$ cat config.mk
export PLATFORM = sky130hd
export DESIGN_NAME = discrete_state_space_step_unit
export DESIGN_NICKNAME = d
export VERILOG_FILES = /design/src/rtl/dss_pkg.sv /design/src/rtl/dss_coef_store.sv /design/src/rtl/dss_mac.sv /design/src/rtl/discrete_state_space_step_unit.sv
export SDC_FILE = /design/constraint.sdc
export NUM_CORES = 2
export LEC_CHECK = 0
export BUFFER_PORTS_ARGS = -buffer_cell sky130_fd_sc_hd__clkbuf_2
export CAP_MARGIN = 25
export CORE_MARGIN = 2
export CORE_UTILIZATION = 55
export CTS_BUF_LIST = sky130_fd_sc_hd__clkbuf_16
export DETAILED_ROUTE_END_ITERATION = 6
export GPL_TIMING_DRIVEN = 0
export PLACE_DENSITY = 0.81
export SETUP_SLACK_MARGIN = 0.15
export SLEW_MARGIN = 15
export SYNTH_ARGS = -nofsm -noshare
export SYNTH_HDL_FRONTEND = slang
export SYNTH_HIERARCHICAL = 1
export SYNTH_SLANG_ARGS = --single-unit
$ cat constraint.sdc
create_clock -name clk -period 11.95 [get_ports clk]
set_input_delay 2.39 -clock clk [delete_from_list [all_inputs] [get_ports clk]]
set_output_delay 2.39 -clock clk [all_outputs]
set_load 0.005 [all_outputs]
$ cat src/rtl/dss_pkg.sv
// ----------------------------------------------------------------------------
// dss_pkg
// Shared types, sizes and helpers for the discrete state-space step unit.
// ----------------------------------------------------------------------------
package dss_pkg;

	localparam int N_STATES  = 4;
	localparam int N_INPUTS  = 2;
	localparam int N_OUTPUTS = 2;

	localparam int STATE_PORTS = 4;
	localparam int OUT_PORTS   = 2;

	localparam int A_BASE     = 0;
	localparam int B_BASE     = N_STATES * N_STATES;
	localparam int C_BASE     = B_BASE + N_STATES * N_INPUTS;
	localparam int COEF_DEPTH = C_BASE + N_OUTPUTS * N_STATES;
	localparam int COEF_AW    = $clog2(COEF_DEPTH);

	localparam int COEF_W = 16;
	localparam int SIG_W  = 24;
	localparam int FRAC_C = 14;

	localparam int ROW_TERMS = N_STATES + N_INPUTS;
	localparam int ROW_N     = (N_STATES > N_OUTPUTS) ? N_STATES : N_OUTPUTS;
	localparam int ROW_W     = (ROW_N > 1) ? $clog2(ROW_N) : 1;
	localparam int COL_W     = $clog2(ROW_TERMS);
	localparam int XW        = (N_STATES > 1) ? $clog2(N_STATES) : 1;

	localparam int PROD_W = COEF_W + SIG_W;
	localparam int ACC_W  = PROD_W + $clog2(ROW_TERMS) + 1;

	typedef logic signed [COEF_W-1:0] coef_t;
	typedef logic signed [SIG_W-1:0]  sig_t;
	typedef logic signed [PROD_W-1:0] prod_t;
	typedef logic signed [ACC_W-1:0]  acc_t;
	typedef logic [COEF_AW-1:0]       coef_addr_t;
	typedef logic [ROW_W-1:0]         row_t;
	typedef logic [COL_W-1:0]         col_t;

	typedef enum logic [1:0] {
		OP_COEF  = 2'd0,
		OP_STATE = 2'd1,
		OP_STEP  = 2'd2
	} opcode_t;

	typedef struct packed {
		logic first;
		logic last;
		logic dst_out;
		row_t row;
	} mac_tag_t;

	typedef struct packed {
		logic     valid;
		logic     sat;
		sig_t     value;
		mac_tag_t tag;
	} mac_res_t;

	localparam acc_t ACC_RND     = acc_t'(1 << (FRAC_C - 1));
	localparam acc_t ACC_SIG_MAX = acc_t'(2 ** (SIG_W - 1) - 1);
	localparam acc_t ACC_SIG_MIN = acc_t'(-(2 ** (SIG_W - 1)));
	localparam sig_t SIG_MAX     = sig_t'(2 ** (SIG_W - 1) - 1);
	localparam sig_t SIG_MIN     = sig_t'(-(2 ** (SIG_W - 1)));
	localparam sig_t COEF_MAX_S  = sig_t'(2 ** (COEF_W - 1) - 1);
	localparam sig_t COEF_MIN_S  = sig_t'(-(2 ** (COEF_W - 1)));

	function automatic coef_t sat_coef(input sig_t v);
		coef_t r;
		if (v > COEF_MAX_S) begin
			r = coef_t'(COEF_MAX_S);
		end else if (v < COEF_MIN_S) begin
			r = coef_t'(COEF_MIN_S);
		end else begin
			r = v[COEF_W-1:0];
		end
		return r;
	endfunction

endpackage

$ cat src/rtl/dss_coef_store.sv
// ----------------------------------------------------------------------------
// dss_coef_store
// Coefficient store for A, B and C with one write port and a registered read.
// ----------------------------------------------------------------------------
module dss_coef_store import dss_pkg::*; (
	input  logic       clk,
	input  logic       arst_n,
	input  logic       wr_en,
	input  coef_addr_t wr_addr,
	input  coef_t      wr_data,
	input  coef_addr_t rd_addr,
	output coef_t      rd_data
);

	coef_t mem_q [COEF_DEPTH];

	always_ff @(posedge clk or negedge arst_n) begin
		if (!arst_n) begin
			for (int i = 0; i < COEF_DEPTH; i++) begin
				mem_q[i] <= '0;
			end
			rd_data <= '0;
		end else begin
			if (wr_en) begin
				mem_q[wr_addr] <= wr_data;
			end
			rd_data <= mem_q[rd_addr];
		end
	end

endmodule

$ cat src/rtl/dss_mac.sv
// ----------------------------------------------------------------------------
// dss_mac
// Shared multiply-accumulate with round half up and saturation to Q12.12.
// ----------------------------------------------------------------------------
module dss_mac import dss_pkg::*; (
	input  logic     clk,
	input  logic     arst_n,
	input  logic     in_valid,
	input  coef_t    coef,
	input  sig_t     operand,
	input  mac_tag_t in_tag,
	output mac_res_t res
);

	prod_t    prod_s2;
	mac_tag_t tag_s2;
	mac_tag_t tag_s3;
	logic     valid_s2;
	logic     valid_s3;
	acc_t     acc_q;
	acc_t     shifted;

	always_ff @(posedge clk or negedge arst_n) begin
		if (!arst_n) begin
			valid_s2 <= 1'b0;
			valid_s3 <= 1'b0;
		end else begin
			valid_s2 <= in_valid;
			valid_s3 <= valid_s2;
		end
	end

	always_ff @(posedge clk) begin
		prod_s2 <= prod_t'(coef) * prod_t'(operand);
		tag_s2  <= in_tag;
		tag_s3  <= tag_s2;
		if (valid_s2) begin
			acc_q <= (tag_s2.first ? ACC_RND : acc_q) + acc_t'(prod_s2);
		end
	end

	always_comb begin
		shifted   = acc_q >>> FRAC_C;
		res.valid = valid_s3 & tag_s3.last;
		res.tag   = tag_s3;
		if (shifted > ACC_SIG_MAX) begin
			res.sat   = 1'b1;
			res.value = SIG_MAX;
		end else if (shifted < ACC_SIG_MIN) begin
			res.sat   = 1'b1;
			res.value = SIG_MIN;
		end else begin
			res.sat   = 1'b0;
			res.value = shifted[SIG_W-1:0];
		end
	end

endmodule

$ cat src/rtl/discrete_state_space_step_unit.sv
// ----------------------------------------------------------------------------
// discrete_state_space_step_unit
// Discrete-time state-space system: y = C*x, then x = A*x + B*u per step,
// all products on one shared multiply-accumulate unit.
// ----------------------------------------------------------------------------
//  channel   signals                                   transfer when
//  input     in_valid/in_ready, opcode..input_b        in_valid & in_ready
//  output    out_valid/out_ready, out_a..saturated     out_valid & out_ready
//
//  load items finish on transfer, leaving the input ready; a step runs the
//  C rows, then the A and B rows, then drains the accumulator pipeline,
//  one product per cycle through the shared multiply-accumulate
//  reset clears the coefficient store, the state vector and all control
//  a finished step waits in its last state while the output register is full
// ----------------------------------------------------------------------------
module discrete_state_space_step_unit import dss_pkg::*; (
	input  logic       clk,
	input  logic       arst_n,
	input  logic       in_valid,
	output logic       in_ready,
	input  logic [1:0] opcode,
	input  logic [4:0] index,
	input  sig_t       value,
	input  sig_t       input_a,
	input  sig_t       input_b,
	output logic       out_valid,
	input  logic       out_ready,
	output sig_t       out_a,
	output sig_t       out_b,
	output sig_t       state_e0,
	output sig_t       state_e1,
	output sig_t       state_e2,
	output sig_t       state_e3,
	output logic       saturated
);

	typedef enum logic [2:0] {
		S_IDLE,
		S_OUT,
		S_UPD,
		S_DRAIN,
		S_DONE
	} state_t;

	state_t     state_q;
	row_t       row_q;
	col_t       col_q;
	logic       sat_q;
	logic       out_valid_q;
	sig_t       out_y_q [OUT_PORTS];
	sig_t       out_x_q [STATE_PORTS];
	logic       out_sat_q;
	sig_t       x_q [N_STATES];
	sig_t       xn_q [N_STATES];
	sig_t       y_q [OUT_PORTS];
	sig_t       u_q [2];
	sig_t       x_pad [STATE_PORTS];
	sig_t       y_pad [OUT_PORTS];

	logic       valid_s1;
	sig_t       operand_s1;
	mac_tag_t   tag_s1;

	logic       accept;
	logic       issue_valid;
	logic       col_last;
	logic       row_last;
	logic       col_is_x;
	col_t       u_sel;
	coef_addr_t rd_addr;
	sig_t       operand;
	mac_tag_t   tag;
	coef_t      coef_rd;
	logic       coef_wr_en;
	mac_res_t   mac_res;
	logic       final_wb;

	assign in_ready   = (state_q == S_IDLE);
	assign accept     = in_valid & in_ready;
	assign coef_wr_en = accept && (opcode == OP_COEF) && (32'(index) < COEF_DEPTH);

	always_comb begin
		issue_valid = (state_q == S_OUT) || (state_q == S_UPD);
		if (state_q == S_OUT) begin
			col_last = (col_q == col_t'(N_STATES - 1));
			row_last = (row_q == row_t'(N_OUTPUTS - 1));
		end else begin
			col_last = (col_q == col_t'(ROW_TERMS - 1));
			row_last = (row_q == row_t'(N_STATES - 1));
		end
		col_is_x = (32'(col_q) < N_STATES);
		u_sel    = col_q - col_t'(N_STATES);
		if (state_q == S_OUT) begin
			rd_addr = coef_addr_t'(C_BASE + 32'(row_q) * N_STATES + 32'(col_q));
		end else if (col_is_x) begin
			rd_addr = coef_addr_t'(A_BASE + 32'(row_q) * N_STATES + 32'(col_q));
		end else begin
			rd_addr = coef_addr_t'(B_BASE + 32'(row_q) * N_INPUTS + 32'(u_sel));
		end
		operand     = col_is_x ? x_q[col_q[XW-1:0]] : u_q[u_sel[0]];
		tag.first   = (col_q == '0);
		tag.last    = col_last;
		tag.dst_out = (state_q == S_OUT);
		tag.row     = row_q;
	end

	always_comb begin
		for (int i = 0; i < STATE_PORTS; i++) begin
			x_pad[i] = '0;
		end
		for (int i = 0; i < N_STATES && i < STATE_PORTS; i++) begin
			x_pad[i] = x_q[i];
		end
		for (int i = 0; i < OUT_PORTS; i++) begin
			y_pad[i] = (i < N_OUTPUTS) ? y_q[i] : '0;
		end
	end

	assign final_wb = mac_res.valid && !mac_res.tag.dst_out &&
		(mac_res.tag.row == row_t'(N_STATES - 1));

	dss_coef_store u_coef_store (
		.clk     (clk),
		.arst_n  (arst_n),
		.wr_en   (coef_wr_en),
		.wr_addr (coef_addr_t'(index)),
		.wr_data (sat_coef(value)),
		.rd_addr (rd_addr),
		.rd_data (coef_rd)
	);

	dss_mac u_mac (
		.clk      (clk),
		.arst_n   (arst_n),
		.in_valid (valid_s1),
		.coef     (coef_rd),
		.operand  (operand_s1),
		.in_tag   (tag_s1),
		.res      (mac_res)
	);

	always_ff @(posedge clk or negedge arst_n) begin
		if (!arst_n) begin
			state_q     <= S_IDLE;
			row_q       <= '0;
			col_q       <= '0;
			sat_q       <= 1'b0;
			valid_s1    <= 1'b0;
			out_valid_q <= 1'b0;
			out_sat_q   <= 1'b0;
			for (int i = 0; i < OUT_PORTS; i++) begin
				out_y_q[i] <= '0;
			end
			for (int i = 0; i < STATE_PORTS; i++) begin
				out_x_q[i] <= '0;
			end
			for (int i = 0; i < N_STATES; i++) begin
				x_q[i] <= '0;
			end
		end else begin
			valid_s1 <= issue_valid;
			if (out_valid_q && out_ready && (state_q != S_DONE)) begin
				out_valid_q <= 1'b0;
			end
			if (mac_res.valid) begin
				sat_q <= sat_q | mac_res.sat;
			end
			case (state_q)
				S_IDLE: begin
					if (accept) begin
						case (opcode)
							OP_STATE: begin
								if (32'(index) < N_STATES) begin
									x_q[index[XW-1:0]] <= value;
								end
							end
							OP_STEP: begin
								state_q <= S_OUT;
								row_q   <= '0;
								col_q   <= '0;
								sat_q   <= 1'b0;
							end
							default: ;
						endcase
					end
				end
				S_OUT, S_UPD: begin
					if (col_last) begin
						col_q <= '0;
						if (row_last) begin
							row_q   <= '0;
							state_q <= (state_q == S_OUT) ? S_UPD : S_DRAIN;
						end else begin
							row_q <= row_q + row_t'(1);
						end
					end else begin
						col_q <= col_q + col_t'(1);
					end
				end
				S_DRAIN: begin
					if (final_wb) begin
						state_q <= S_DONE;
					end
				end
				S_DONE: begin
					if (!out_valid_q || out_ready) begin
						out_valid_q <= 1'b1;
						out_sat_q   <= sat_q;
						out_y_q     <= y_pad;
						out_x_q     <= x_pad;
						x_q         <= xn_q;
						state_q     <= S_IDLE;
					end
				end
				default: state_q <= S_IDLE;
			endcase
		end
	end

	always_ff @(posedge clk) begin
		operand_s1 <= operand;
		tag_s1     <= tag;
		if (accept && (opcode == OP_STEP)) begin
			u_q[0] <= input_a;
			u_q[1] <= input_b;
		end
		if (mac_res.valid) begin
			if (mac_res.tag.dst_out) begin
				y_q[mac_res.tag.row[0]] <= mac_res.value;
			end else begin
				xn_q[mac_res.tag.row[XW-1:0]] <= mac_res.value;
			end
		end
	end

	assign out_valid = out_valid_q;
	assign out_a     = out_y_q[0];
	assign out_b     = out_y_q[1];
	assign state_e0  = out_x_q[0];
	assign state_e1  = out_x_q[1];
	assign state_e2  = out_x_q[2];
	assign state_e3  = out_x_q[3];
	assign saturated = out_sat_q;

`ifndef NO_ASSERTIONS
	a_idle_no_mac: assert property (@(posedge clk) disable iff (!arst_n)
		in_ready |-> !mac_res.valid)
		else $error("accumulator result while idle");

	a_step_busy: assert property (@(posedge clk) disable iff (!arst_n)
		(accept && (opcode == OP_STEP)) |=> !in_ready)
		else $error("step transfer did not start the sequencer");

	a_done_emits: assert property (@(posedge clk) disable iff (!arst_n)
		((state_q == S_DONE) && (!out_valid_q || out_ready)) |=> (out_valid && in_ready))
		else $error("finished step did not reach the output register");

	a_out_row: assert property (@(posedge clk) disable iff (!arst_n)
		(mac_res.valid && mac_res.tag.dst_out) |-> (32'(mac_res.tag.row) < N_OUTPUTS))
		else $error("output row out of range");
`endif

endmodule

==> flow_summary.yaml <==
run_status:
  outcome: "completed"
clocking:
  cts_max_path_buffers: 3
  hold_buffers: 0
  cts_made_buffers: 105
  clkSlewWorstSetupHoldPaths_ps: 60
  post_cts_resize_count: 0
  cts_tree: "yes"
  clock_sinks: 1096
  cts-root-buf: "clkbuf_16"
  clk_latency_ps: 700
  htreeDepth: 3
  post-cts-setup-buffers: 0
grt:
  grt_overflow: 0
  grt_max_degree: 101
  grt.total_usage_pct: 31.2
  grt_pass1_vias: 44200
  grt_pass1_wl_um: 273000
  antenna_found_initial: 11
floorplanning:
  ios: 230
  coreArea_um2: 112000
  rows: 123
  die_w_um: 341
  die_y_um: 341
  die_area_um2: 116000
  initial_core_util_pct: 55.5
timing:
  finalClockSkew_ps: 48.6
  finalHoldViolCount: 0
  maxSlewViolCount: 0
  fin_setup_tns_ps: 0
  worst_pin_slew_ps: 1070
  setup_viol: 0
  period_share_pct: 63.3
  holdWs_ps: 337
  rsz0062_at_grt: "no"
  max_freq_mhz: 132
  fin_crit_ps: 7570
  maxSlewHeadroom_pct: 28.0
setup_path:
  crit_path_frequent_cell: "fa_1"
  path_max_fanout: 10
  cp.arrival_ps: 8120
  path_buf_inv: 6
  cpLargestDelayFamily: "adder cells"
  crit_cells: 23
  end_kind: "register"
  worstSetupPathType: "reg2reg"
  critPathMaxStageDelay_ps: 690
  worstPathCellList: "clkbuf_1, nand2_1, fa_1, inv_1, fa_1, inv_1, fa_1, inv_1, fa_1, fa_1, inv_1, fa_1, inv_1, ha_1, o21ai_0, nor2_1, o41a_1, o311ai_2, a21boi_2, o31ai_4, nor3_2, a311oi_2, xnor2_1"
  r2r_cells: 23
  cp-start-kind: "register"
  cp_data_required_time_ps: 12510
  crit_path_top_delay_cell: "dfrtp_1"
synth:
  synth_area_um2: 62400
  syn_avg_cell_area_um2: 12.2
  yosys_warnings: 6
  syn_nets: 5713
  synthCells: 5106
placement:
  dp_hpwl_um: 136000
  gp_congestion: 0.973
  place_inst: 6852
  numPortBuffers: 228
layout:
  fin_util_pct: 61.6
  mostFrequentLayoutCells: "dfrtp_1 (781), mux2_2 (673), nand2_1 (497)"
  drive_gt1_share_pct: 24.3
  nets: 6066
  layout_commonest_cell: "dfrtp_1"
  syn_to_final_growth_pct: 10.9
  stdcell_count: 7054
flow_run:
  maxCapViolCount: 0
drt:
  post-route-drc-count: 0
  drt-pass1-iter-count: 6
  routed_wl_um: 182000
  drtIter0Drc: 4547
  dr_total_vias: 42800
  wl_per_cell_um: 25.8
  antenna_left: 0
  drt-vias-per-instance: 6.07
hold_path:
  whs_path_depth: 0
  min_path_type: "reg2reg"
==> sequential cells by signal (all words and copies together) (netlist names), 40 cells and up <==
| name | flops |
|---|---|
| u_coef_store/mem_q | 512 |
| u_mac/acc_q | 44 |
| u_mac/prod_s2 | 40 |
| u_q | 48 |
| x_pad | 96 |
| xn_q | 96 |
| y_q | 48 |
==> layer usage <==
metal,GRT usage (%),up-vias,share of wire (%)
met5,0,-,0
met4,17.3,0,6.5
met3,6.75,556,9.2
met2,49.0,2293,46
met1,40.5,22000,38
li1,-,18000,-
==> per-stage QoR <==
step                      cell area (um2)  setup slack (ps)
final                               69300              4380
after global routing                69300              4150
after CTS                           69300              4490
after detailed placement            65900              4530
after global placement              65500             -9720
after floorplan                     62400              5780
==> worst paths after layout <==
check,to,slack [ps],startpoint
max in group asynchronous,u_coef_store/mem_q[9]$_DFFE_PN0P_,8710,arst_n
max reg2reg,u_mac/prod_s2[38]$_DFF_P_,4380,u_coef_store/rd_data[7]$_DFF_PN0_
min in group asynchronous,u_coef_store/mem_q[446]$_DFFE_PN0P_,1610,arst_n
max,u_mac/prod_s2[38]$_DFF_P_,4380,u_coef_store/rd_data[7]$_DFF_PN0_
min,u_mac/res[0]$_DFF_P_,340,u_mac/tag_s2[0]$_DFF_P_
min reg2reg,u_mac/res[0]$_DFF_P_,340,u_mac/tag_s2[0]$_DFF_P_
==> worst register-to-register path: stages, from the launching register on <==
cell and delay [ps]:
dfrtp_1 690, clkbuf_1 660, nand2_1 190, fa_1 570, inv_1 50, fa_1 500, inv_1 60, fa_1 540
inv_1 50, fa_1 470, fa_1 490, inv_1 50, fa_1 470, inv_1 80, ha_1 340, o21ai_0 220
nor2_1 110, o41a_1 370, o311ai_2 410, a21boi_2 150, o31ai_4 340, nor3_2 110, a311oi_2 290, xnor2_1 220
==> final cells by class <==
class,count,area (um2)
sequential,1096,28200
tap,1500,1880
clock inverter,89,686
antenna,5,12.5
fill,8446,43200
timing repair buffer,246,1500
inverter,454,1700
multi-input combinational,3244,31000
buffer,312,1610
clock buffer,108,2700
Power is left out: the tool's default activity adds up to more than one toggle a clock period on the data nets, which glitch-free logic cannot reach.
